File: src/design/iialu_pkg.sv
`timescale 1ns / 1ps
// ----------------------------------------------------------------------------
// iialu_pkg
// Shared types for the iterative integer ALU: operation codes, controller
// states and the command/status groups between controller and datapath.
// ----------------------------------------------------------------------------
package iialu_pkg;

  typedef enum logic [1:0] {
    FUNC_ADD = 2'd0,
    FUNC_SUB = 2'd1,
    FUNC_MUL = 2'd2,
    FUNC_DIV = 2'd3
  } iialu_func_e;

  typedef enum logic [1:0] {
    ST_IDLE,
    ST_RUN,
    ST_FIN
  } iialu_state_e;

  // controller -> datapath
  typedef struct packed {
    logic load;
    logic step;
    logic emit;
  } iialu_cmd_t;

  // datapath -> controller
  typedef struct packed {
    logic short_op;  // no iteration needed: add, subtract or trivial divide
    logic last;      // final iteration step
  } iialu_sts_t;

endpackage

File: src/design/iialu_if.sv
`timescale 1ns / 1ps
// ----------------------------------------------------------------------------
// iialu_if
// Request and response channel interfaces, valid/ready handshake.
// ----------------------------------------------------------------------------
interface iialu_req_if #(
  parameter int DW = 32
);
  logic                 valid;
  logic                 ready;
  logic [1:0]           func;
  logic signed [DW-1:0] operand_a;
  logic signed [DW-1:0] operand_b;

  modport source (output valid, func, operand_a, operand_b, input ready);
  modport sink   (input valid, func, operand_a, operand_b, output ready);
endinterface

interface iialu_rsp_if #(
  parameter int DW = 32
);
  logic                 valid;
  logic                 ready;
  logic signed [DW-1:0] result_value;
  logic                 divide_error;

  modport source (output valid, result_value, divide_error, input ready);
  modport sink   (input valid, result_value, divide_error, output ready);
endinterface

File: src/design/iialu_ctrl.sv
`timescale 1ns / 1ps
// ----------------------------------------------------------------------------
// iialu_ctrl
// Controller FSM: accepts a request, sequences the datapath iterations and
// owns the response valid flag.
// ----------------------------------------------------------------------------
module iialu_ctrl
  import iialu_pkg::*;
(
  input  logic       clk_i,
  input  logic       rst_ni,
  input  logic       req_valid_i,
  output logic       req_ready_o,
  output logic       rsp_valid_o,
  input  logic       rsp_ready_i,
  output iialu_cmd_t cmd_o,
  input  iialu_sts_t sts_i
);

  iialu_state_e state_q, state_d;
  logic         rsp_valid_q, rsp_valid_d;

  always_ff @(posedge clk_i or negedge rst_ni) begin
    if (!rst_ni) begin
      state_q     <= ST_IDLE;
      rsp_valid_q <= 1'b0;
    end else begin
      state_q     <= state_d;
      rsp_valid_q <= rsp_valid_d;
    end
  end

  always_comb begin
    state_d     = state_q;
    cmd_o       = '0;
    req_ready_o = 1'b0;
    rsp_valid_d = rsp_valid_q && !rsp_ready_i;
    case (state_q)
      ST_IDLE: begin
        req_ready_o = 1'b1;
        if (req_valid_i) begin
          cmd_o.load = 1'b1;
          state_d    = ST_RUN;
        end
      end
      ST_RUN: begin
        if (sts_i.short_op) begin
          state_d = ST_FIN;
        end else begin
          cmd_o.step = 1'b1;
          if (sts_i.last) begin
            state_d = ST_FIN;
          end
        end
      end
      ST_FIN: begin
        // result register free, or its transfer completes this cycle
        if (!rsp_valid_q || rsp_ready_i) begin
          cmd_o.emit  = 1'b1;
          rsp_valid_d = 1'b1;
          state_d     = ST_IDLE;
        end
      end
      default: begin
        state_d = ST_IDLE;
      end
    endcase
  end

  assign rsp_valid_o = rsp_valid_q;

`ifndef SYNTHESIS
  a_emit_no_overwrite: assert property (@(posedge clk_i) disable iff (!rst_ni)
    cmd_o.emit |-> (!rsp_valid_q || rsp_ready_i))
    else $error("result register overwritten before transfer");

  a_cmd_exclusive: assert property (@(posedge clk_i) disable iff (!rst_ni)
    $onehot0({cmd_o.load, cmd_o.step, cmd_o.emit}))
    else $error("datapath commands overlap");

  a_last_step_fin: assert property (@(posedge clk_i) disable iff (!rst_ni)
    cmd_o.step && sts_i.last |=> state_q == ST_FIN)
    else $error("iteration did not finish after last step");

  a_load_run: assert property (@(posedge clk_i) disable iff (!rst_ni)
    cmd_o.load |=> state_q == ST_RUN && !cmd_o.emit)
    else $error("load not followed by run");
`endif

endmodule

File: src/design/iialu_dp.sv
`timescale 1ns / 1ps
// ----------------------------------------------------------------------------
// iialu_dp
// Datapath: operand registers, shift-and-add multiplier, restoring divider
// (one bit per step) and the response payload register.
// ----------------------------------------------------------------------------
module iialu_dp
  import iialu_pkg::*;
#(
  parameter int DATA_WIDTH = 32
) (
  input  logic                         clk_i,
  input  logic [1:0]                   func_i,
  input  logic signed [DATA_WIDTH-1:0] operand_a_i,
  input  logic signed [DATA_WIDTH-1:0] operand_b_i,
  input  iialu_cmd_t                   cmd_i,
  output iialu_sts_t                   sts_o,
  output logic signed [DATA_WIDTH-1:0] result_value_o,
  output logic                         divide_error_o
);

  localparam int CntW = $clog2(DATA_WIDTH);

  iialu_func_e           func_q;
  logic [DATA_WIDTH-1:0] a_q, b_q, acc_q;
  logic [CntW-1:0]       cnt_q;
  logic                  short_q, err_q;
  logic [DATA_WIDTH-1:0] res_q;
  logic                  res_err_q;

  iialu_func_e           func_in;
  logic                  err_in, short_in;
  logic [DATA_WIDTH-1:0] rem_sh;
  logic [DATA_WIDTH:0]   diff;
  logic [DATA_WIDTH-1:0] result;

  assign func_in = iialu_func_e'(func_i);

  // divisor zero or negative is an error; negative dividend gives quotient 0
  always_comb begin
    err_in   = (func_in == FUNC_DIV) &&
               (operand_b_i[DATA_WIDTH-1] || (operand_b_i == '0));
    short_in = (func_in == FUNC_ADD) || (func_in == FUNC_SUB) || err_in ||
               ((func_in == FUNC_DIV) && operand_a_i[DATA_WIDTH-1]);
  end

  // remainder stays below the divisor, so its top bit is always clear
  assign rem_sh = {acc_q[DATA_WIDTH-2:0], a_q[DATA_WIDTH-1]};
  assign diff   = {1'b0, rem_sh} - {1'b0, b_q};

  always_ff @(posedge clk_i) begin
    if (cmd_i.load) begin
      func_q  <= func_in;
      a_q     <= operand_a_i;
      b_q     <= operand_b_i;
      acc_q   <= '0;
      cnt_q   <= '0;
      short_q <= short_in;
      err_q   <= err_in;
    end else if (cmd_i.step) begin
      cnt_q <= cnt_q + 1'b1;
      if (func_q == FUNC_MUL) begin
        if (b_q[0]) begin
          acc_q <= acc_q + a_q;
        end
        a_q <= {a_q[DATA_WIDTH-2:0], 1'b0};
        b_q <= {1'b0, b_q[DATA_WIDTH-1:1]};
      end else begin
        if (!diff[DATA_WIDTH]) begin
          acc_q <= diff[DATA_WIDTH-1:0];
          a_q   <= {a_q[DATA_WIDTH-2:0], 1'b1};
        end else begin
          acc_q <= rem_sh;
          a_q   <= {a_q[DATA_WIDTH-2:0], 1'b0};
        end
      end
    end
  end

  always_comb begin
    case (func_q)
      FUNC_ADD: result = a_q + b_q;
      FUNC_SUB: result = a_q - b_q;
      FUNC_MUL: result = acc_q;
      FUNC_DIV: result = short_q ? '0 : a_q;
      default:  result = '0;
    endcase
  end

  always_ff @(posedge clk_i) begin
    if (cmd_i.emit) begin
      res_q     <= result;
      res_err_q <= err_q;
    end
  end

  assign sts_o.short_op = short_q;
  assign sts_o.last     = (cnt_q == CntW'(DATA_WIDTH - 1));

  assign result_value_o = res_q;
  assign divide_error_o = res_err_q;

endmodule

File: src/design/iterative_int_alu_add_sub_mul_div.sv
`timescale 1ns / 1ps
// ----------------------------------------------------------------------------
// iterative_int_alu_add_sub_mul_div
// Iterative integer ALU: add, subtract, shift-and-add multiply and
// restoring divide on DATA_WIDTH-bit two's-complement operands.
// ----------------------------------------------------------------------------
//  channel | dir | payload
//  --------+-----+-------------------------------------------
//  req_i   | in  | func, operand_a, operand_b
//  rsp_o   | out | result_value, divide_error
//
//  Add, subtract and divides needing no iteration take no iteration step;
//  multiply and divide iterate in the datapath, one bit per cycle.
//  A new request is taken once the previous result is in the response
//  register; a stalled response holds the block in its final state.
//  Asynchronous active-low reset clears the controller and response valid.
// ----------------------------------------------------------------------------
module iterative_int_alu_add_sub_mul_div
  import iialu_pkg::*;
#(
  parameter int DATA_WIDTH = 32
) (
  input  logic        clk_i,
  input  logic        rst_ni,
  iialu_req_if.sink   req_i,
  iialu_rsp_if.source rsp_o
);

  iialu_cmd_t cmd;
  iialu_sts_t sts;

  iialu_ctrl u_ctrl (
    .clk_i       (clk_i),
    .rst_ni      (rst_ni),
    .req_valid_i (req_i.valid),
    .req_ready_o (req_i.ready),
    .rsp_valid_o (rsp_o.valid),
    .rsp_ready_i (rsp_o.ready),
    .cmd_o       (cmd),
    .sts_i       (sts)
  );

  iialu_dp #(
    .DATA_WIDTH (DATA_WIDTH)
  ) u_dp (
    .clk_i          (clk_i),
    .func_i         (req_i.func),
    .operand_a_i    (req_i.operand_a),
    .operand_b_i    (req_i.operand_b),
    .cmd_i          (cmd),
    .sts_o          (sts),
    .result_value_o (rsp_o.result_value),
    .divide_error_o (rsp_o.divide_error)
  );

endmodule

File: src/flat_wrapper.sv
// flat-port wrapper written by rule: the top's interface ports become plain ports
module iterative_int_alu_add_sub_mul_div_flat import iialu_pkg::*;
#(
  parameter int DATA_WIDTH = 32
)
  (clk_i, rst_ni, req_i_valid, req_i_func, req_i_operand_a, req_i_operand_b, req_i_ready, rsp_o_valid, rsp_o_result_value, rsp_o_divide_error, rsp_o_ready);
  iialu_req_if #(.DW((32))) req_i_i ();
  iialu_rsp_if #(.DW((32))) rsp_o_i ();
  input  logic clk_i;
  input  logic rst_ni;
  input wire logic [$bits(req_i_i.valid)-1:0] req_i_valid;
  input wire logic [$bits(req_i_i.func)-1:0] req_i_func;
  input wire logic [$bits(req_i_i.operand_a)-1:0] req_i_operand_a;
  input wire logic [$bits(req_i_i.operand_b)-1:0] req_i_operand_b;
  output wire logic [$bits(req_i_i.ready)-1:0] req_i_ready;
  output wire logic [$bits(rsp_o_i.valid)-1:0] rsp_o_valid;
  output wire logic [$bits(rsp_o_i.result_value)-1:0] rsp_o_result_value;
  output wire logic [$bits(rsp_o_i.divide_error)-1:0] rsp_o_divide_error;
  input wire logic [$bits(rsp_o_i.ready)-1:0] rsp_o_ready;
  assign req_i_i.valid = req_i_valid;
  assign req_i_i.func = req_i_func;
  assign req_i_i.operand_a = req_i_operand_a;
  assign req_i_i.operand_b = req_i_operand_b;
  assign req_i_ready = req_i_i.ready;
  assign rsp_o_valid = rsp_o_i.valid;
  assign rsp_o_result_value = rsp_o_i.result_value;
  assign rsp_o_divide_error = rsp_o_i.divide_error;
  assign rsp_o_i.ready = rsp_o_ready;
  iterative_int_alu_add_sub_mul_div #(.DATA_WIDTH(DATA_WIDTH)) u_core (.clk_i(clk_i), .rst_ni(rst_ni), .req_i(req_i_i), .rsp_o(rsp_o_i));
endmodule
File: config.mk
export PLATFORM = sky130hd
export DESIGN_NAME = iterative_int_alu_add_sub_mul_div_flat
export DESIGN_NICKNAME = d
export VERILOG_FILES = /design/src/design/iialu_pkg.sv /design/src/design/iialu_if.sv /design/src/design/iialu_ctrl.sv /design/src/design/iialu_dp.sv /design/src/design/iterative_int_alu_add_sub_mul_div.sv /design/src/flat_wrapper.sv
export SDC_FILE = /design/constraint.sdc
export NUM_CORES = 1
export LEC_CHECK = 0
export BUFFER_PORTS_ARGS = -buffer_cell sky130_fd_sc_hd__buf_2
export CORE_ASPECT_RATIO = 1.4
export CORE_MARGIN = 1
export CORE_UTILIZATION = 50
export DETAILED_ROUTE_END_ITERATION = 7
export GPL_TIMING_DRIVEN = 0
export PLACE_DENSITY = 0.66
export REMOVE_ABC_BUFFERS = 1
export SLEW_MARGIN = 5
export SYNTH_ARGS = -nofsm -noshare
export SYNTH_HDL_FRONTEND = slang
export SYNTH_SLANG_ARGS = --single-unit
File: constraint.sdc
create_clock -name clk_i -period 11.44 [get_ports clk_i]
set_input_delay 1.144 -clock clk_i [delete_from_list [all_inputs] [get_ports clk_i]]
set_output_delay 1.144 -clock clk_i [all_outputs]
set_load 0.005 [all_outputs]
== Word level (Yosys, flattened, before mapping) ==
Index checks and enable logic that the tools add are counted.
Cells by class
  add/sub/neg operators: 5
  reduce and logical (&&, ||, !) cells: 19
  mux-type cells: 26
  equal/unequal tests: 12
Operator list (count)
  $mux 32: 9
  $pmux 32 s4: 1
  $add 32x32->32: 2
  $sub 32x32->33: 1
  $logic_not 32->1: 1
  $sub 32x32->32: 1
  $mux 1: 11
  $eq 2x2->1 const B: 4
  $mux 2: 4
  $eq 2x1->1 const B: 3
  $logic_not 2->1: 3
  $ne 2x2->1 const B: 3
  $pmux 2 s3: 1
  $add 5x1->5 const B: 1
  $eq 5x5->1 const B: 1
  $logic_or 1x1->1: 5
  $reduce_and 2->1: 2
  $reduce_bool 2->1: 2
  $logic_and 1x1->1: 3
  $ne 3x2->1 const B: 1
  $reduce_and 3->1: 1
  $logic_not 1->1: 2
Word-level totals
  input bits: 70
  output and inout port bits: 35
  logic and storage cells: 73
  bits in registers: 141

== Depth between registers and ports, before layout ==
Gate-level depths: netlist (run 1).
  word-level depth: 5
  gate-level depth with buffers: 18
  mapped depth without buffers: 18

== Cells and area by module ==
Synthesis (run 1) repeated with hierarchy kept, for this count alone.
Second synthesis, totals
  cells, all modules: 1422
  area, all modules: 12201.7 um^2
By module, submodules not included
  iialu_dp: area each 12054.1 um^2, cells each 1408, times used 1, sequential area each 3773.6 um^2
  iialu_ctrl: area each 147.6 um^2, cells each 14, times used 1, sequential area each 75.1 um^2

== Worst setup path after synthesis (run 1) ==
OpenSTA, ideal clock, no wires.
  path type: reg2reg
  start: register u_core.u_dp.b_q[2]
  end: register u_core.u_dp.res_q[29] (netlist: u_core.u_dp.result_value_o[29]) (data pin)
  library setup time: 267 ps
  cell stages (with the launch flop): 18
  clock period less this slack: 3998 ps
  data required time: 11173 ps
  buffers on the path: 0
  arrival time: 3731 ps
  slack: 7442 ps
  cells stage by stage: edfxtp_1 -> nor2_1 -> nand4_1 -> nor4_1 -> nand2_1 -> o21ai_0 -> xnor2_1 -> ha_1 -> nand2_1 -> nor3_1 -> o31a_1 -> or2_2 -> a21oi_1 -> o21ai_0 -> a21o_1 -> a211oi_1 -> mux2i_1 -> o211ai_1
Between the ends
  longest elaborated chain between the ends: 2
  elaborated cells on any way between the ends: 3
  classes of those cells: add/sub (2); mux (1)
RTL lines
  start, declared: line iialu_dp.sv:25  | logic [DATA_WIDTH-1:0] a_q, b_q, acc_q;
  start signal, assigned: line iialu_dp.sv:55  | b_q <= operand_b_i;
  start signal, assigned: line iialu_dp.sv:67  | b_q <= {1'b0, b_q[DATA_WIDTH-1:1]};
  $sub 32x32->32 or $add 32x32->32 (tied branches): line iialu_dp.sv:83, iialu_dp.sv:82
  $pmux 32 s4 *: line iialu_dp.sv:81  | case (func_q)
  net u_core.u_dp.result[29]: line iialu_dp.sv:35  | logic [DATA_WIDTH-1:0] result;
  end signal, assigned: line iialu_dp.sv:92  | res_q <= result;
  end, declared: line iialu_dp.sv:28  | logic [DATA_WIDTH-1:0] res_q;
Mark *: on every way through the listed nets, which the timed path passes. The rest lies on a longest branch.
A chain may end at the register's enable or synchronous reset.

== Worst setup path in the final report (run 1) ==
  start: register u_core.u_dp.func_q[0]
  end: register u_core.u_dp.res_q[28] (netlist: u_core.u_dp.result_value_o[28]) (data pin)
Between the ends
  longest elaborated chain between the ends: 2
  elaborated cells on any way between the ends: 5
  classes of those cells: eq/ne (3); mux (1); reduce/logical (1)
RTL lines
  start, declared: line iialu_dp.sv:24  | iialu_func_e func_q;
  start signal, assigned: line iialu_dp.sv:53  | func_q <= func_in;
  $eq 2x2->1 (tied with other cells): line iialu_dp.sv:81
  $pmux 32 s4 *: line iialu_dp.sv:81
  net u_core.u_dp.result[28]: line iialu_dp.sv:35
Marks and branches as above.

==> impl_metrics.py, run 1 <==
metrics = {
    "outcome": {
        "status": "complete, no violations",
    },
    "power_and_ir_drop": {
        "swShare": 0.4810,
        "clkPwrFrac": 0.120,
        "p_int_uw": 2426,
        "seq_power_share": 0.229,
        "p_comb_frac": 0.651,
        "powerDensity_nw_per_um2": 344.3,
        "power_leakage_uw": 0.005628,
        "switchingPower_uw": 2248,
        "peakVddDrop_v": 0.0001988,
    },
    "detailed_routing": {
        "drtPass1Iterations": 5,
        "routedWlPerCell_um": 19.21,
        "wirelength_um": 35740,
        "avgViaCountPerCell": 6.086,
        "vias": 11320,
        "first_iter_violations": 890,
        "antenna_left": 0,
        "drc": 0,
    },
    "worst_setup_path": {
        "crit_required_ps": 11600,
        "start_kind": "register",
        "cp_top_family": "compound AO/OA/AOI/OAI gates",
        "cp-end-kind": "register",
        "reg2regPathDepth": 15,
        "worstPathCellList": "inv_1 > nor2_2 > buf_8 > mux2i_1 > fa_1 > a211oi_1 > nor3_1 > o31a_1 > a21oi_1 > o22ai_1 > o31a_1 > o21ai_0 > o211ai_1 > xnor2_1 > o21ai_0",
        "critPathMaxStageDelay_ps": 880,
        "worst-path-buf-inv": 2,
        "crit_slowest_cell": "edfxtp_1",
        "cp.arrival_ps": 5860,
        "critPathKind": "register to register",
        "crit_path_max_fanout": 18,
        "crit_cells": 15,
    },
    "timing": {
        "fmax_mhz": 175.2,
        "tns_ps": 0,
        "rsz0062_at_grt": "no",
        "worst_slew_pin_slew_ps": 1160,
        "hold_violations": 0,
        "slew_headroom": 0.2240,
        "setup_viol": 0,
        "skew_ps": 11.58,
        "finalCritPeriodShare": 0.4990,
        "layout_min_cycle_time_ps": 5709,
        "slew_violations": 0,
    },
    "cts": {
        "path_clk_slew_ps": 70,
        "cts_sinks": 141,
        "cts-htree-levels": 4,
        "root_buffer": "clkbuf_16",
        "cts_buffers": 17,
        "cts_max_path_buffers": 2,
        "cts_setup_buffers": 0,
        "cts_tree": "yes",
        "cts.repair.resized": 0,
        "cts-hold-fix-buffers": 0,
        "clk_latency_ps": 450,
    },
    "cells_and_area": {
        "antenna_cells": 0,
        "final_area_sq_um": 13570,
        "syn2layout_area_growth_pct": 13.52,
        "nets": 1711,
        "fillers": 2196,
        "drive_above_1_share": 0.1152,
    },
    "flow_run": {
        "maxCapViolations": 0,
    },
    "global_routing": {
        "grt_pass1_wl_um": 56370,
        "grt_usage": 0.2969,
        "grt_max_degree": 62,
        "overflow": 0,
        "antenna_found_initial": 0,
        "grt_pass1_vias": 10640,
    },
    "min_path": {
        "hp-class": "register to register",
        "hold_depth": 0,
    },
    "floorplanning": {
        "core.rowCount": 66,
        "die_area_sq_um": 24550,
        "die_h_um": 185.0,
        "die_w_um": 132.7,
        "start_util": 0.5117,
        "pin_count": 105,
        "core_area_sq_um": 23370,
    },
    "logic_synthesis": {
        "synth_commonest_cells": "nand2_1 (234), o21ai_0 (137), a21oi_1 (131)",
        "postSynthAreaPerCell_sq_um": 8.168,
        "synth_top_flop_cell": "edfxtp_1",
        "synth.distinct_cells": 71,
        "ys_async_sr_fraction": 0.02128,
        "ys_warn_count": 0,
        "synth_top_cell_by_area": "edfxtp_1",
        "netlist_instances": 1464,
        "yosysMostFrequentCell": "nand2_1",
        "ys_seq_area_frac": 0.3219,
        "syn_area_sq_um": 11960,
        "yosysTopAreaCellShare": 0.2536,
        "synth_edf_count": 101,
        "synth-seq-cells": 141,
        "synth_area_leaders": "edfxtp_1 (25%), ha_1 (10%), nand2_1 (7.3%)",
    },
    "place": {
        "gp_congestion": 0.9290,
        "placed_area_sq_um": 12960,
        "io_buffer_count": 104,
        "hpwl_um": 26940,
    },
}
[power groups by stage]
stage | clock (uW) | combinational [uW] | sequential [uW]
after floorplan | 0 | 2230 | 1010
final | 560 | 3040 | 1070
after global routing | 585 | 3370 | 1090
after detailed placement | 0 | 2970 | 1070
after CTS | 567 | 3000 | 1070
after global placement | 0 | 2840 | 1090
[worst register-to-register path: stages (launching register included)]
cell	delay, ps
edfxtp_1	880
inv_1	360
nor2_2	570
buf_8	230
mux2i_1	140
fa_1	480
a211oi_1	450
nor3_1	180
o31a_1	430
a21oi_1	370
o22ai_1	200
o31a_1	300
o21ai_0	390
o211ai_1	170
xnor2_1	160
o21ai_0	100
[placed cells by master (no fill, tap or decap), types with 6 or more instances in the layout]
cell type,instances
buf_16,9
nand2b_1,11
o31ai_1,14
nor2_1,92
or3_1,6
xnor2_1,77
nand4_1,18
and4_1,6
mux2i_1,10
a21o_1,36
nand3_1,25
nand2_1,232
a31oi_1,16
buf_2,104
nor3b_1,6
a211oi_1,22
a21oi_1,130
and3_1,9
a22oi_1,8
inv_1,71
xor2_1,30
nor3_1,19
o21bai_1,12
ha_1,97
edfxtp_1,101
nor4_1,13
dfxtp_1,37
clkbuf_16,18
o21a_1,22
o211ai_1,23
nor2b_1,27
o21ai_0,136
[layer usage]
metal,global-route usage,vias up,share of wire
met3,0.03612,72,0.042
met1,0.3715,5383,0.44
met2,0.5084,346,0.49
met5,0,-,0
li1,-,5519,-
met4,0.1402,0,0.037
[sequential cells by signal, indices dropped and copies added (netlist names)]
register                    count
u_core.u_ctrl.rsp_valid_o       1
u_core.u_dp.divide_error_o      1
u_core.u_dp.b_q                32
u_core.u_dp.cnt_q               5
u_core.u_dp.err_q               1
u_core.u_dp.acc_q              32
u_core.u_dp.short_q             1
u_core.u_dp.a_q                32
u_core.u_dp.result_value_o     32
u_core.u_ctrl.state_q           2
u_core.u_dp.func_q              2
[final timing paths]
| path | from | to | slack, ps |
|---|---|---|---|
| max in group asynchronous | rst_ni | u_core.u_ctrl.state_q[0]$_DFFE_PN0P_ | 10850 |
| hold / removal | u_core.u_dp.err_q$_DFFE_PP_ | u_core.u_dp.divide_error_o$_DFFE_PP_ | 440 |
| hold reg to reg | u_core.u_dp.err_q$_DFFE_PP_ | u_core.u_dp.divide_error_o$_DFFE_PP_ | 440 |
| min in group asynchronous | rst_ni | u_core.u_ctrl.rsp_valid_o$_DFF_PN0_ | 480 |
| setup reg to reg | u_core.u_dp.func_q[0]$_DFFE_PP_ | u_core.u_dp.result_value_o[28]$_DFFE_PP_ | 5730 |
| setup / recovery | u_core.u_dp.func_q[0]$_DFFE_PP_ | u_core.u_dp.result_value_o[28]$_DFFE_PP_ | 5730 |
[cells by family after synthesis]
| family | share of synthesized area |
|---|---|
| multiplexers | 0.009313 |
| AND/OR/NAND/NOR | 0.1816 |
| XOR/XNOR | 0.07837 |
| adder cells (fa/ha/maj) | 0.1065 |
| buffers and inverters | 0.04217 |
| AO/OA/AOI/OAI | 0.2601 |
| flip-flops | 0.3219 |
[through the flow]
stage	total power [uW]	hold WS [ps]	cells	util	setup slack (ps)
after floorplan	3244	400.3	1405	-	6511
after global placement	3930	409.3	1815	0.5403	3187
after detailed placement	4042	421.4	1827	0.5547	5479
after CTS	4629	440.1	1859	0.5796	5403
after global routing	5041	441.2	1860	0.5808	5508
final	4674	435.6	1860	0.5808	5731
[layout make-up]
cell class                      count  area (sq um)  share of cell area
Tap cell                          306         382.9             0.02821
Clock buffer                       22         495.5             0.03650
Inverter                           72         272.8             0.02009
Timing Repair Buffer              117         822.0             0.06056
Multi-Input combinational cell   1192          7667              0.5648
Clock inverter                     10         85.08            0.006268
Sequential cell                   141          3849              0.2835
No activity file was read; power rests on OpenSTA's default activity.
==> run 2, diff against run 1 <==
clock period = 5.4 ns   (was 11.44 ns; I/O delays follow)
==> impl_metrics.py, run 2 (synthesized netlist as in run 1, its figures left out) <==
metrics = {
    "cells_and_area": {
        "postLayoutCoreUtil": 0.5818,
        "final_area_sq_um": 13600,
        "final_common_cell": "nand2_1",
        "nets": 1713,
        "drive_above_1_share": 0.1183,
        "mostFrequentLayoutCells": "nand2_1 (231), o21ai_0 (136), a21oi_1 (130)",
        "syn2layout_area_growth_pct": 13.71,
        "antenna_cells": 0,
    },
    "place": {
        "hpwl_um": 26940,
        "gp_congestion": 0.9290,
        "placed_area_sq_um": 12960,
        "io_buffer_count": 104,
    },
    "worst_setup_path": {
        "critPathKind": "register to register",
        "critPathMaxStageDelay_ps": 630,
        "start_kind": "register",
        "crit_required_ps": 5610,
        "crit_slowest_cell": "nor3_1",
        "reg2regPathDepth": 16,
        "worstPathCellList": "inv_1 > nand4_1 > nor3_1 > nand2_1 > nor3_2 > a21oi_1 > xnor2_1 > ha_1 > a21o_1 > a21o_1 > a21oi_1 > nor3b_1 > o211ai_1 > a31oi_1 > xnor2_1 > o21a_1",
        "cp-end-kind": "register",
        "crit_path_max_fanout": 6,
        "r2r_setup_slack_ps": 70,
        "cp.arrival_ps": 5540,
    },
    "timing": {
        "rsz0062_at_grt": "no",
        "worst_slew_pin_slew_ps": 1202,
        "slew_headroom": 0.1960,
        "fmax_mhz": 187.5,
        "tns_ps": 0,
        "hold_violations": 0,
        "layout_min_cycle_time_ps": 5333,
        "setup_viol": 0,
        "skew_ps": 10.09,
        "slew_violations": 0,
        "finalCritPeriodShare": 0.9876,
    },
    "global_routing": {
        "grt_max_degree": 62,
        "grt_pass1_vias": 10670,
        "grt_pass1_wl_um": 56570,
        "grt_usage": 0.2982,
        "antenna_found_initial": 0,
        "overflow": 0,
    },
    "flow_run": {
        "maxCapViolations": 0,
    },
    "floorplanning": {
        "core_area_sq_um": 23370,
        "core.rowCount": 66,
        "die_area_sq_um": 24550,
        "pin_count": 105,
        "die_w_um": 132.7,
        "die_h_um": 185.0,
        "start_util": 0.5117,
    },
    "power_and_ir_drop": {
        "peakVddDrop_v": 0.0004212,
        "powerDensity_nw_per_um2": 728.2,
        "power_leakage_uw": 0.005634,
    },
    "min_path": {
        "hp-class": "input port to register",
        "hold_depth": 1,
    },
    "detailed_routing": {
        "antenna_left": 0,
        "avgViaCountPerCell": 6.118,
        "wirelength_um": 35930,
        "vias": 11390,
        "drtPass1Iterations": 6,
        "routedWlPerCell_um": 19.30,
        "first_iter_violations": 932,
        "drc": 0,
    },
    "cts": {
        "cts_max_path_buffers": 2,
        "path_clk_slew_ps": 70,
        "cts-htree-levels": 4,
        "root_buffer": "clkbuf_16",
        "cts_buffers": 17,
        "clk_latency_ps": 450,
        "cts_tree": "yes",
        "cts_sinks": 141,
    },
    "outcome": {
        "status": "complete, no violations",
    },
}
run 2: metal layers:
metal	share of wire	routed length (um)	global-route usage	up-vias
met2	0.48	17390	0.5109	389
li1	-	-	-	5529
met1	0.43	15500	0.3727	5394
met3	0.045	1624	0.03558	79
met4	0.039	1412	0.1421	0
met5	0	0	0	-
run 2: area by class of cell:
class                   instances  area [sq um]
fillers                      2192          9773
multi-input cells            1192          7685
flip-flops and latches        141          3849
repair buffers                119         827.0
clock buffers                  22         495.5
well taps                     306         382.9
inverters                      72         272.8
clock inverters                10         85.08
run 2: worst paths after layout:
check	startpoint	to
worst max-delay path	u_core.u_dp.b_q[8]$_DFFE_PP_	u_core.u_dp.result_value_o[31]$_DFFE_PP_
worst min-delay path	req_i_func[0]	u_core.u_dp.func_q[0]$_DFFE_PP_
worst max register to register	u_core.u_dp.b_q[8]$_DFFE_PP_	u_core.u_dp.result_value_o[31]$_DFFE_PP_
worst min register to register	u_core.u_dp.err_q$_DFFE_PP_	u_core.u_dp.divide_error_o$_DFFE_PP_
max in group asynchronous	rst_ni	u_core.u_ctrl.state_q[0]$_DFFE_PN0P_
min in group asynchronous	rst_ni	u_core.u_ctrl.rsp_valid_o$_DFF_PN0_
run 2: worst max-delay path, delay by kind of cell (launching register included):
| family | cells | cell delay (ps) |
|---|---|---|
| simple gates | 5 | 2020 |
| compound gates | 7 | 1630 |
| flops | 1 | 420 |
| xor+xnor | 2 | 410 |
| fa+ha+maj | 1 | 370 |
| buf+inv | 1 | 240 |
run 2: repair_timing:
item | CTS | global route
endpoints found under the setup margin | 13 | 4
gates resized for setup | 1 | 3
hold buffers | 1 | 0
endpoints found under the hold margin | 3 | 0
buffers inserted | 2 | 0
run 2: through the flow:
stage	setup slack (ps)	hold slack, ps	std cells	power (uW)
2_1_floorplan	471.2	244.4	1405	6873
3_3_place_gp	-2853	337.6	1815	8326
3_5_place_dp	-561.3	342.3	1827	8562
4_1_cts	16.89	264.4	1862	9816
5_1_grt	15.08	273.1	1862	10680
6_report	67.10	280.0	1862	9901
run 2: power breakdown:
group	leakage, uW	internal (uW)	switching (uW)
Sequential	0.00130	1810	447
Clock	0.000284	694	493
Combinational	0.00405	2640	3820
==> run 3, diff against run 2 <==
CORE_UTILIZATION = 57   (was 50)
PLACE_DENSITY = 0.74   (was 0.66)
REMOVE_ABC_BUFFERS = default   (was 1)
==> impl_metrics.py, run 3 (synthesized netlist as in run 1, its figures left out) <==
metrics = {
    "outcome": {
        "status": "complete, no violations",
    },
    "timing": {
        "whs_ps": 294.5,
        "fmax_mhz": 193.8,
        "setup_viol": 0,
        "slew_headroom": 0.3646,
        "slew_violations": 0,
        "post-route-worst-setup-slack_ps": 239.8,
        "worst_slew_pin_slew_ps": 953.2,
        "hold_violations": 0,
        "rsz0062_at_grt": "no",
        "skew_ps": 8.898,
        "layout_min_cycle_time_ps": 5160,
        "finalCritPeriodShare": 0.9556,
    },
    "worst_setup_path": {
        "crit_path_max_fanout": 10,
        "reg2regPathDepth": 16,
        "cp.arrival_ps": 5320,
        "worstPathCellList": "inv_1 > nand2_1 > clkbuf_1 > o31ai_1 > xnor2_1 > ha_1 > a21o_1 > a211o_1 > o31a_1 > a21oi_1 > o22ai_1 > o31a_1 > o21ai_0 > o211ai_1 > xnor2_1 > o21ai_0",
        "crit_required_ps": 5560,
        "crit_slowest_cell": "edfxtp_1",
        "critPathMaxStageDelay_ps": 690,
        "r2r_setup_slack_ps": 240,
        "cp-end-kind": "register",
        "start_kind": "register",
        "critPathKind": "register to register",
        "worstReg2RegEnd": "u_core.u_dp.result_value_o[28]$_DFFE_PP_",
        "r2r_start": "u_core.u_dp.func_q[1]$_DFFE_PP_",
    },
    "place": {
        "dp_cells": 1827,
        "hpwl_um": 31840,
        "gp_congestion": 1.011,
        "io_buffer_count": 104,
        "dp_worst_setup_slack_ps": 176.8,
    },
    "cts": {
        "cts_tree": "yes",
        "path_clk_slew_ps": 60,
        "clk_latency_ps": 440,
        "cts_setup_buffers": 0,
        "cts_sinks": 141,
        "cts-htree-levels": 4,
        "cts_buffers": 17,
        "root_buffer": "clkbuf_16",
        "cts_max_path_buffers": 2,
    },
    "detailed_routing": {
        "vias": 11680,
        "wirelength_um": 39340,
        "antenna_left": 0,
        "routedWlPerCell_um": 21.16,
        "avgViaCountPerCell": 6.282,
        "drc": 0,
        "drtPass1Iterations": 6,
        "first_iter_violations": 1120,
    },
    "global_routing": {
        "overflow": 0,
        "antenna_found_initial": 0,
        "grt_pass1_vias": 11250,
        "grt_pass1_wl_um": 60160,
        "grt_max_degree": 33,
        "grt_usage": 0.3640,
    },
    "floorplanning": {
        "start_util": 0.5817,
        "die_area_sq_um": 21570,
        "core_area_sq_um": 20560,
        "pin_count": 105,
        "core.rowCount": 62,
        "die_h_um": 173.4,
        "die_w_um": 124.4,
    },
    "logic_synthesis": {
        "syn_nets": 1634,
    },
    "power_and_ir_drop": {
        "powerDensity_nw_per_um2": 740.6,
        "peakVddDrop_v": 0.0003792,
        "power_leakage_uw": 0.005599,
        "design_power_total_uw": 9976,
    },
    "min_path": {
        "hold_depth": 1,
        "worstHoldStart": "req_i_func[0]",
        "hp-class": "input port to register",
        "hold_end": "u_core.u_dp.func_q[0]$_DFFE_PP_",
    },
    "flow_run": {
        "maxCapViolations": 0,
    },
    "cells_and_area": {
        "postLayoutCoreUtil": 0.6553,
        "syn2layout_area_growth_pct": 12.65,
        "final_common_cell": "nand2_1",
        "mostFrequentLayoutCells": "nand2_1 (233), o21ai_0 (136), a21oi_1 (131)",
        "drive_above_1_share": 0.1017,
        "nets": 1760,
        "fillers": 1802,
        "antenna_cells": 0,
        "fin_cells": 1859,
    },
}
run 3: how the worst max path moves through the flow:
stage | startpoint | end | slack [ps] | cells past startpoint
2_1_floorplan | u_core.u_dp.b_q[2]$_DFFE_PP_ | u_core.u_dp.result_value_o[29]$_DFFE_PP_ | 1400 | 17
3_3_place_gp | u_core.u_dp.func_q[1]$_DFFE_PP_ | u_core.u_dp.b_q[28]$_DFFE_PP_ | -240 | 6
3_5_place_dp | u_core.u_dp.func_q[0]$_DFFE_PP_ | u_core.u_dp.result_value_o[28]$_DFFE_PP_ | 180 | 15
4_1_cts | u_core.u_dp.func_q[0]$_DFFE_PP_ | u_core.u_dp.result_value_o[28]$_DFFE_PP_ | 80 | 15
5_1_grt | u_core.u_dp.b_q[1]$_DFFE_PP_ | u_core.u_dp.result_value_o[31]$_DFFE_PP_ | 70 | 16
6_report | u_core.u_dp.func_q[1]$_DFFE_PP_ | u_core.u_dp.result_value_o[28]$_DFFE_PP_ | 240 | 16
run 3: where the power goes:
| part | switching [uW] | internal (uW) | leakage, uW | total, uW |
|---|---|---|---|---|
| Sequential | 555 | 1810 | 0.00130 | 2360 |
| Combinational | 3860 | 2570 | 0.00402 | 6430 |
| Clock | 461 | 720 | 0.000280 | 1180 |
| Total | 4870 | 5100 | 0.00560 | 9980 |
run 3: what timing repair did:
action / in CTS / in global routing
endpoints found under the setup margin: 0 / 7
endpoints found under the hold margin: 3 / 0
hold buffers: 1 / 0
resized for setup: 0 / 4
run 3: metal layers:
metal,vias to the layer above,share of wire,global-route usage
met1,5425,0.41,0.4560
li1,5612,-,-
met5,-,0,0
met2,525,0.47,0.6027
met3,116,0.067,0.04321
met4,0,0.054,0.2129
run 3: stage by stage:
stage               setup TNS, ps  instance area [sq um]
finish                          0                  13470
global route                    0                  13470
CTS                             0                  13460
detailed placement              0                  12890
global placement            -7399                  12800
floorplan                       0                  11960
run 3: critical path: cells and delay by family (launching register included):
family          cells  cell delay (ps)
flops               1              690
simple gates        1              220
fa+ha+maj           1              320
buf+inv             2              780
xor+xnor            2              400
compound gates     10             2460
run 3: area by class of cell:
cell class | count | area (sq um) | area share
multi-input combinational | 1192 | 7635 | 0.5668
sequential | 141 | 3849 | 0.2857
timing repair buffer | 108 | 598.1 | 0.04440
clock buffer | 23 | 447.9 | 0.03325
tap | 256 | 320.3 | 0.02378
inverter | 72 | 270.3 | 0.02006
buffer | 58 | 231.5 | 0.01718
clock inverter | 9 | 118.9 | 0.008824
